==> src/design/lurl_pkg.sv <==
package lurl_pkg;

   // field widths fixed by the stream format
   localparam int CH_W  = 7;
   localparam int LEN_W = 16;
   localparam int CH_CODES = 1 << CH_W;

   // default geometry
   localparam int ALPHABET_DEF = 128;
   localparam int POS_BITS_DEF = 16;

   // saturation value for the reported length
   localparam logic [LEN_W-1:0] LEN_MAX = 16'hFFFF;

   // item kind codes
   localparam logic KIND_CHAR = 1'b0;
   localparam logic KIND_END  = 1'b1;

   typedef struct packed {
      logic            kind;
      logic [CH_W-1:0] ch;
   } req_type;

   typedef struct packed {
      logic [LEN_W-1:0] longest;
      logic             too_long;
   } rsp_type;

   // control of the item in the table-read stage
   typedef struct packed {
      logic valid;
      logic is_end;
   } stage_ctrl_type;

   // finished result leaving the tracker
   typedef struct packed {
      logic    valid;
      rsp_type rsp;
   } done_type;

   // character code to table index, folded into the alphabet
   typedef logic [7:0] fold_table_type [CH_CODES];

   function automatic fold_table_type build_fold(input int alph);
      fold_table_type t;
      int r;
      r = 0;
      for (int i = 0; i < CH_CODES; i++) begin
         t[i] = 8'(r);
         if (r + 1 >= alph) begin
            r = 0;
         end else begin
            r = r + 1;
         end
      end
      return t;
   endfunction

endpackage

==> src/design/lurl_ram.sv <==
module lurl_ram #(
   parameter int WIDTH = 16,
   parameter int DEPTH = 128
) (
   input  logic                                 clock,
   input  logic                                 wr_en,
   input  logic [(DEPTH > 1 ? $clog2(DEPTH) : 1)-1:0] wr_addr,
   input  logic [WIDTH-1:0]                     wr_data,
   input  logic                                 rd_en,
   input  logic [(DEPTH > 1 ? $clog2(DEPTH) : 1)-1:0] rd_addr,
   output logic [WIDTH-1:0]                     rd_data
);

   logic [WIDTH-1:0] mem_ff [DEPTH];
   logic [WIDTH-1:0] rd_data_ff;

   // one write port, one registered read port (read returns old data on collision)
   always_ff @(posedge clock) begin
      if (wr_en) begin
         mem_ff[wr_addr] <= wr_data;
      end
      if (rd_en) begin
         rd_data_ff <= mem_ff[rd_addr];
      end
   end

   assign rd_data = rd_data_ff;

endmodule

==> src/design/lurl_track.sv <==
module lurl_track import lurl_pkg::*; #(
   parameter int ALPHABET = ALPHABET_DEF,
   parameter int POS_BITS = POS_BITS_DEF
) (
   input  logic                         clock,
   input  logic                         reset,
   input  stage_ctrl_type               s1_ctrl,
   input  logic [$clog2(ALPHABET)-1:0]  s1_idx,
   input  logic                         fire,
   input  logic [POS_BITS-1:0]          rd_pos,
   output logic                         wr_en,
   output logic [$clog2(ALPHABET)-1:0]  wr_addr,
   output logic [POS_BITS-1:0]          wr_data,
   output done_type                     done
);

   localparam int IDX_W = $clog2(ALPHABET);
   localparam int LEN_CALC_W = POS_BITS + 1;
   localparam int CMP_W = (LEN_CALC_W > LEN_W + 1) ? LEN_CALC_W : LEN_W + 1;

   logic [POS_BITS:0]    pos_ff, pos_in;
   logic [POS_BITS-1:0]  wl_ff, wl_in;
   logic [LEN_W-1:0]     best_ff, best_in;
   logic                 ovf_ff, ovf_in;
   logic [ALPHABET-1:0]  seen_ff, seen_in;
   logic                 fwd_vld_ff, fwd_vld_in;
   logic [IDX_W-1:0]     fwd_idx_ff, fwd_idx_in;
   logic [POS_BITS-1:0]  fwd_pos_ff, fwd_pos_in;

   logic                 in_range;
   logic                 char_do;
   logic                 hit;
   logic [POS_BITS-1:0]  cur_pos;
   logic [POS_BITS-1:0]  prev_pos;
   logic [POS_BITS-1:0]  wl_new;
   logic [POS_BITS:0]    len;
   logic [CMP_W-1:0]     len_ext;
   logic [LEN_W-1:0]     len_sat;

   // window arithmetic for the character in this stage
   always_comb begin
      in_range = ~pos_ff[POS_BITS];
      cur_pos  = pos_ff[POS_BITS-1:0];
      char_do  = fire && (s1_ctrl.is_end == KIND_CHAR) && in_range;
      // last cycle's write has not reached the read data yet
      prev_pos = (fwd_vld_ff && (fwd_idx_ff == s1_idx)) ? fwd_pos_ff : rd_pos;
      hit      = seen_ff[s1_idx] && (prev_pos >= wl_ff);
      wl_new   = hit ? prev_pos + 1'b1 : wl_ff;
      len      = {1'b0, cur_pos} - {1'b0, wl_new} + 1'b1;
      len_ext  = CMP_W'(len);
      len_sat  = (len_ext > CMP_W'(LEN_MAX)) ? LEN_MAX : len_ext[LEN_W-1:0];
   end

   // next state of the string tracker
   always_comb begin
      pos_in  = pos_ff;
      wl_in   = wl_ff;
      best_in = best_ff;
      ovf_in  = ovf_ff;
      seen_in = seen_ff;
      if (fire && (s1_ctrl.is_end == KIND_END)) begin
         pos_in  = '0;
         wl_in   = '0;
         best_in = '0;
         ovf_in  = 1'b0;
         seen_in = '0;
      end else if (char_do) begin
         pos_in          = pos_ff + 1'b1;
         wl_in           = wl_new;
         seen_in[s1_idx] = 1'b1;
         if (len_sat > best_ff) begin
            best_in = len_sat;
         end
      end else if (fire) begin
         ovf_in = 1'b1;
      end
   end

   // forwarding of the write just made
   always_comb begin
      fwd_vld_in = char_do;
      fwd_idx_in = s1_idx;
      fwd_pos_in = cur_pos;
   end

   always_ff @(posedge clock) begin
      if (reset) begin
         pos_ff     <= '0;
         wl_ff      <= '0;
         best_ff    <= '0;
         ovf_ff     <= 1'b0;
         seen_ff    <= '0;
         fwd_vld_ff <= 1'b0;
      end else begin
         pos_ff     <= pos_in;
         wl_ff      <= wl_in;
         best_ff    <= best_in;
         ovf_ff     <= ovf_in;
         seen_ff    <= seen_in;
         fwd_vld_ff <= fwd_vld_in;
      end
   end

   always_ff @(posedge clock) begin
      fwd_idx_ff <= fwd_idx_in;
      fwd_pos_ff <= fwd_pos_in;
   end

   // table write-back and result
   assign wr_en   = char_do;
   assign wr_addr = s1_idx;
   assign wr_data = cur_pos;

   always_comb begin
      done.valid        = fire && (s1_ctrl.is_end == KIND_END);
      done.rsp.longest  = best_ff;
      done.rsp.too_long = ovf_ff;
   end

endmodule

==> src/design/longest_unique_run_length.sv <==
// Longest run without a repeated character. Characters stream in one per
// req transfer (kind = char); an end item (kind = end) returns the longest
// repeat-free window length of the string and a too_long flag, then starts a
// fresh string, so an empty string reports 0. The block takes one item every
// cycle: each character does one read-modify-write of the last-position table
// (a one-port-read, one-port-write RAM), with the previous cycle's write
// forwarded around the RAM's registered read. An end item passes the
// table-read stage and then the output register before its result is on
// rsp. Input stalls only when an end item reaches the table stage while an
// earlier result still waits on rsp. Lengths saturate at 65535; characters
// past position 2^POS_BITS - 1 are dropped and flagged. No clearing pass is
// needed after reset.
module longest_unique_run_length import lurl_pkg::*; #(
   parameter int ALPHABET = ALPHABET_DEF,
   parameter int POS_BITS = POS_BITS_DEF
) (
   input  logic    clock,
   input  logic    reset,
   input  logic    req_valid,
   output logic    req_ready,
   input  req_type req_data,
   output logic    rsp_valid,
   input  logic    rsp_ready,
   output rsp_type rsp_data
);

   localparam int IDX_W = $clog2(ALPHABET);
   localparam fold_table_type FOLD_TABLE = build_fold(ALPHABET);

   logic                 accept;
   logic                 stall;
   logic [IDX_W-1:0]     req_idx;
   stage_ctrl_type       s1_ctrl_ff, s1_ctrl_in;
   logic [IDX_W-1:0]     s1_idx_ff, s1_idx_in;
   logic                 fire;
   logic [POS_BITS-1:0]  rd_pos;
   logic                 wr_en;
   logic [IDX_W-1:0]     wr_addr;
   logic [POS_BITS-1:0]  wr_data;
   done_type             done;
   logic                 rsp_valid_ff, rsp_valid_in;
   rsp_type              rsp_data_ff, rsp_data_in;

   // hold an end item while the output register is still occupied
   always_comb begin
      stall     = s1_ctrl_ff.valid && (s1_ctrl_ff.is_end == KIND_END)
                  && rsp_valid_ff && !rsp_ready;
      req_ready = !stall;
      accept    = req_valid && req_ready;
      fire      = s1_ctrl_ff.valid && !stall;
      req_idx   = FOLD_TABLE[req_data.ch][IDX_W-1:0];
   end

   // table-read stage
   always_comb begin
      s1_ctrl_in = s1_ctrl_ff;
      s1_idx_in  = s1_idx_ff;
      if (!stall) begin
         s1_ctrl_in.valid  = accept;
         s1_ctrl_in.is_end = req_data.kind;
         s1_idx_in         = req_idx;
      end
   end

   always_ff @(posedge clock) begin
      if (reset) begin
         s1_ctrl_ff <= '0;
      end else begin
         s1_ctrl_ff <= s1_ctrl_in;
      end
   end

   always_ff @(posedge clock) begin
      s1_idx_ff <= s1_idx_in;
   end

   // last position of each character
   lurl_ram #(
      .WIDTH (POS_BITS),
      .DEPTH (ALPHABET)
   ) u_pos_ram (
      .clock   (clock),
      .wr_en   (wr_en),
      .wr_addr (wr_addr),
      .wr_data (wr_data),
      .rd_en   (accept),
      .rd_addr (req_idx),
      .rd_data (rd_pos)
   );

   lurl_track #(
      .ALPHABET (ALPHABET),
      .POS_BITS (POS_BITS)
   ) u_track (
      .clock   (clock),
      .reset   (reset),
      .s1_ctrl (s1_ctrl_ff),
      .s1_idx  (s1_idx_ff),
      .fire    (fire),
      .rd_pos  (rd_pos),
      .wr_en   (wr_en),
      .wr_addr (wr_addr),
      .wr_data (wr_data),
      .done    (done)
   );

   // output register
   always_comb begin
      rsp_valid_in = rsp_valid_ff && !rsp_ready;
      rsp_data_in  = rsp_data_ff;
      if (done.valid) begin
         rsp_valid_in = 1'b1;
         rsp_data_in  = done.rsp;
      end
   end

   always_ff @(posedge clock) begin
      if (reset) begin
         rsp_valid_ff <= 1'b0;
      end else begin
         rsp_valid_ff <= rsp_valid_in;
      end
   end

   always_ff @(posedge clock) begin
      rsp_data_ff <= rsp_data_in;
   end

   assign rsp_valid = rsp_valid_ff;
   assign rsp_data  = rsp_data_ff;

endmodule

==> config.mk <==
export PLATFORM = sky130hd
export DESIGN_NAME = longest_unique_run_length
export DESIGN_NICKNAME = d
export VERILOG_FILES = /design/src/design/lurl_pkg.sv /design/src/design/lurl_ram.sv /design/src/design/lurl_track.sv /design/src/design/longest_unique_run_length.sv
export SDC_FILE = /design/constraint.sdc
export NUM_CORES = 2
export LEC_CHECK = 0
export BUFFER_PORTS_ARGS = -buffer_cell sky130_fd_sc_hd__buf_4
export CORE_ASPECT_RATIO = 2
export CORE_UTILIZATION = 50
export CTS_BUF_LIST = sky130_fd_sc_hd__clkbuf_8 sky130_fd_sc_hd__clkbuf_16
export DETAILED_ROUTE_END_ITERATION = 10
export PLACE_DENSITY = 0.65
export SETUP_SLACK_MARGIN = 0.5
export SLEW_MARGIN = 25
export SYNTH_ARGS = -nofsm -noshare
export SYNTH_HDL_FRONTEND = slang
export SYNTH_SLANG_ARGS = --single-unit
==> constraint.sdc <==
create_clock -name clock -period 13.02 [get_ports clock]
set_input_delay 1.953 -clock clock [delete_from_list [all_inputs] [get_ports clock]]
set_output_delay 1.953 -clock clock [all_outputs]
set_load 0.02 [all_outputs]
==> run_results.csv <==
group,metric,value,unit
grt,grt_pass1_vias,44890,
placed_design,placed_cell_area,0.09350,mm^2
hold_path,whs_path_depth,2,
placed_design,port_buffers,30,
logic_synthesis,ys_seq_elements,2293,
die,row_count,219,
die,die_area,0.1815,mm^2
sta,fmax,98.32,MHz
drt,postRouteWirelength,223.1,mm
grt,antenna_found_initial,2,
layout,drive_gt1_frac,0.2619,
drt,drtPass1Iterations,8,
clock_network,postCtsSetupBuffers,0,
status,status,"finished, violations left",
sta,period_needed,10.17,ns
drt,via_count,42840,
logic_synthesis,synth_edf_count,2088,
sta,final.setup.tns,0,ns
clock_network,cts_tree,"done",
sta,slew_headroom,0.2705,
logic_synthesis,async_flop_share,0,
drt,drc,8,
clock_network,cts.clk_slew.worst_paths,0.07,ns
grt,grt.overflow.total,0,
clock_network,cts_hold_buf,0,
sta,period_share,0.7812,
logic_synthesis,synth_area_leader_cell,"edfxtp_1",
power,power.leakage,27.26,nW
layout,fin_area,0.09972,mm^2
clock_network,cts_buffers,195,
logic_synthesis,synth_area,0.08985,mm^2
power,ir_worst_vdd,0.1089,mV
sta,setup_viol,0,
layout,n_fill_cell,13180,
setup_path,slowest_stage,"nor2_1",
hold_path,hold_class,"flop to flop",
sta,finalHoldViolations,0,
sta,hold-worst-slack,0.4633,ns
logic_synthesis,synth.top_cell.area_share,0.6978,
die,die_y,601.5,um
clock_network,cts_max_level,4,
clock_network,cts_sinks,2293,
layout,areaGrowthSynthToFinish,10.99,%
setup_path,crit_top_cell,"ha_1",
sta,maxSlewViolCount,0,
setup_path,slowest_delay,0.82,ns
power,powerDensity,142.1,mW/mm^2
logic_synthesis,synthAdderAreaFrac,0.009274,
run,max-cap-violations,0,
grt,track_usage,0.2497,
setup_path,cp_max_fo,41,
drt,drt-initial-drc-count,3971,
logic_synthesis,synth_common_cells,"edfxtp_1 (2088), mux4_2 (652), nor2_1 (309), dfxtp_1 (205), clkbuf_1 (113)",
grt,grt_max_degree,123,
logic_synthesis,synth_fp_nets,4383,
setup_path,criticalPathCategory,"flop to flop",
setup_path,cp.arrival,10.87,ns
sta,fin_ws,2.849,ns
clock_network,cts-root-buf,"clkbuf_16",
setup_path,critPathLaunchType,"flop",
clock_network,clock_latency,0.85,ns
die,ioPinCount,31,
drt,ant_nets,0,
setup_path,required,13.72,ns
logic_synthesis,synth_xor_area_frac,0.004094,
logic_synthesis,synth_top_family_by_area,"multiplexers",
clock_network,cts_buffer_depth,4,
logic_synthesis,synth_compound_area_frac,0.02306,
setup_path,crit_path_end_kind,"flop",
logic_synthesis,yosys_warnings,0,
logic_synthesis,netlist-cell-type-count,81,
placed_design,dp_slack,2.949,ns
placed_design,gp_congestion,0.9299,
clock_network,cts_resized,0,
layout,final_nets,4563,
logic_synthesis,avgSynthCellArea,20.87,um^2
setup_path,worstRegToRegCells,29,
logic_synthesis,yosysMostFrequentCell,"edfxtp_1",
die,core,0.1781,mm^2
grt,grt_pass1_wl,321.7,mm
drt,post_drt_wl_per_cell,32.06,um
sta,skew,0.05752,ns
placed_design,hpwl,138.4,mm
sta,rsz0062_at_grt,"false",
die,fp.dieW,301.7,um
status,violations,"design-rule violations",
logic_synthesis,synthFlopType,"edfxtp_1",
logic_synthesis,synthesis.instances,4305,
die,initial_utilization,0.5045,
drt,vias_per_cell,6.157,
logic_synthesis,synthSimpleGateAreaFrac,0.02860,
logic_synthesis,yosys-top-cells-area,"edfxtp_1 (70%), mux4_2 (16%), dfxtp_1 (4.6%)",
sta,worst_slew_pin_slew,1.094,ns
logic_synthesis,yosysSeqAreaShare,0.7435,
power,power,14.17,mW
logic_synthesis,synthMuxAreaShare,0.1775,
[cell families (layout without fill, tap and decap cells)]
family | after synthesis | in the layout
AOI/OAI and AO/OA | 292 | 292
xor gates and xnor gates | 42 | 42
adders and majority gates | 66 | 66
buffers and inverters | 274 | 605
DFF | 2293 | 2293
muxes | 769 | 769
other | 0 | 2
and+or+nand+nor | 569 | 569
[worst paths after layout]
| path | start | end | slack, ns |
|---|---|---|---|
| max | s1_idx_ff[1]$_DFFE_PN_ | u_track.best_ff[11]$_SDFFE_PP0P_ | 2.85 |
| min | u_track.wl_ff[9]$_SDFFE_PP0P_ | u_track.wl_ff[9]$_SDFFE_PP0P_ | 0.46 |
| max reg2reg | s1_idx_ff[1]$_DFFE_PN_ | u_track.best_ff[11]$_SDFFE_PP0P_ | 2.85 |
| min reg2reg | u_track.wl_ff[9]$_SDFFE_PP0P_ | u_track.wl_ff[9]$_SDFFE_PP0P_ | 0.46 |
[cell usage in the layout, fill, tap and decap left out, types with 15 or more instances in the layout]
cell and count:
mux2i_1 91, nand2b_1 15, nand4_1 23, o21a_1 67
nand2_1 99, a21oi_1 69, a22o_1 16, xnor2_1 25
bufinv_16 15, inv_1 91, dfxtp_4 16, mux4_2 652
a221oi_1 19, buf_4 191, edfxtp_1 2088, nand3_1 31
mux2_2 20, clkinv_2 31, clkbuf_16 201, clkinv_1 42
ha_1 65, nor3_1 17, nor2_2 20, xor2_1 17
dfxtp_1 189, nor2_1 283, o21ai_0 26
[flip-flops by register name, indices dropped and copies added (netlist names), 16 cells and up]
register,cells
u_track.wl_ff,16
rsp_data,17
u_track.best_ff,16
u_track.pos_ff,17
u_pos_ram.rd_data,16
u_pos_ram.mem_ff,2048
u_track.fwd_pos_ff,16
u_track.seen_ff,128
[stage by stage]
step / util / std cells
global placement: 0.5249 / 6607
detailed placement: 0.5250 / 6607
floorplan: - / 4305
CTS: 0.5596 / 6955
global route: 0.5599 / 6957
finish: 0.5599 / 6958
[report_power, final]
| part | internal, mW | leakage [nW] | switching (mW) |
|---|---|---|---|
| Clock | 3.14 | 3.18 | 2.57 |
| Sequential | 7.94 | 17.1 | 0.0220 |
| Combinational | 0.186 | 6.99 | 0.308 |
| Total | 11.3 | 27.3 | 2.90 |
[area by class of cell]
cell class | count | area [um^2] | share of cell area
clock buffer | 210 | 5154 | 0.05168
multi-input combinational | 1738 | 21920 | 0.2198
sequential | 2293 | 66860 | 0.6705
tap | 2320 | 2903 | 0.02911
clock inverter | 138 | 1013 | 0.01016
antenna | 2 | 5.005 | 0.00005019
timing repair buffer | 205 | 1672 | 0.01676
inverter | 52 | 195.2 | 0.001957
[worst max-delay path: cells and delay by family (launching register included)]
family	cells	cell delay (ns)
DFF	1	0.32
AOI/OAI and AO/OA	13	3.16
adders and majority gates	4	1.29
muxes	2	0.74
buffers and inverters	1	0.51
and+or+nand+nor	8	3.73
xor gates and xnor gates	1	0.24
[metal layers]
layer	global-route usage	share of wire	wire length [um]	up-vias
met1	0.2846	0.35	77390	22950
met2	0.4473	0.54	120400	1308
met4	0.1565	0.073	16360	0
li1	-	-	-	18160
met5	0	0	0	-
met3	0.02404	0.040	8919	420
No activity file was read; power rests on OpenSTA's default activity.
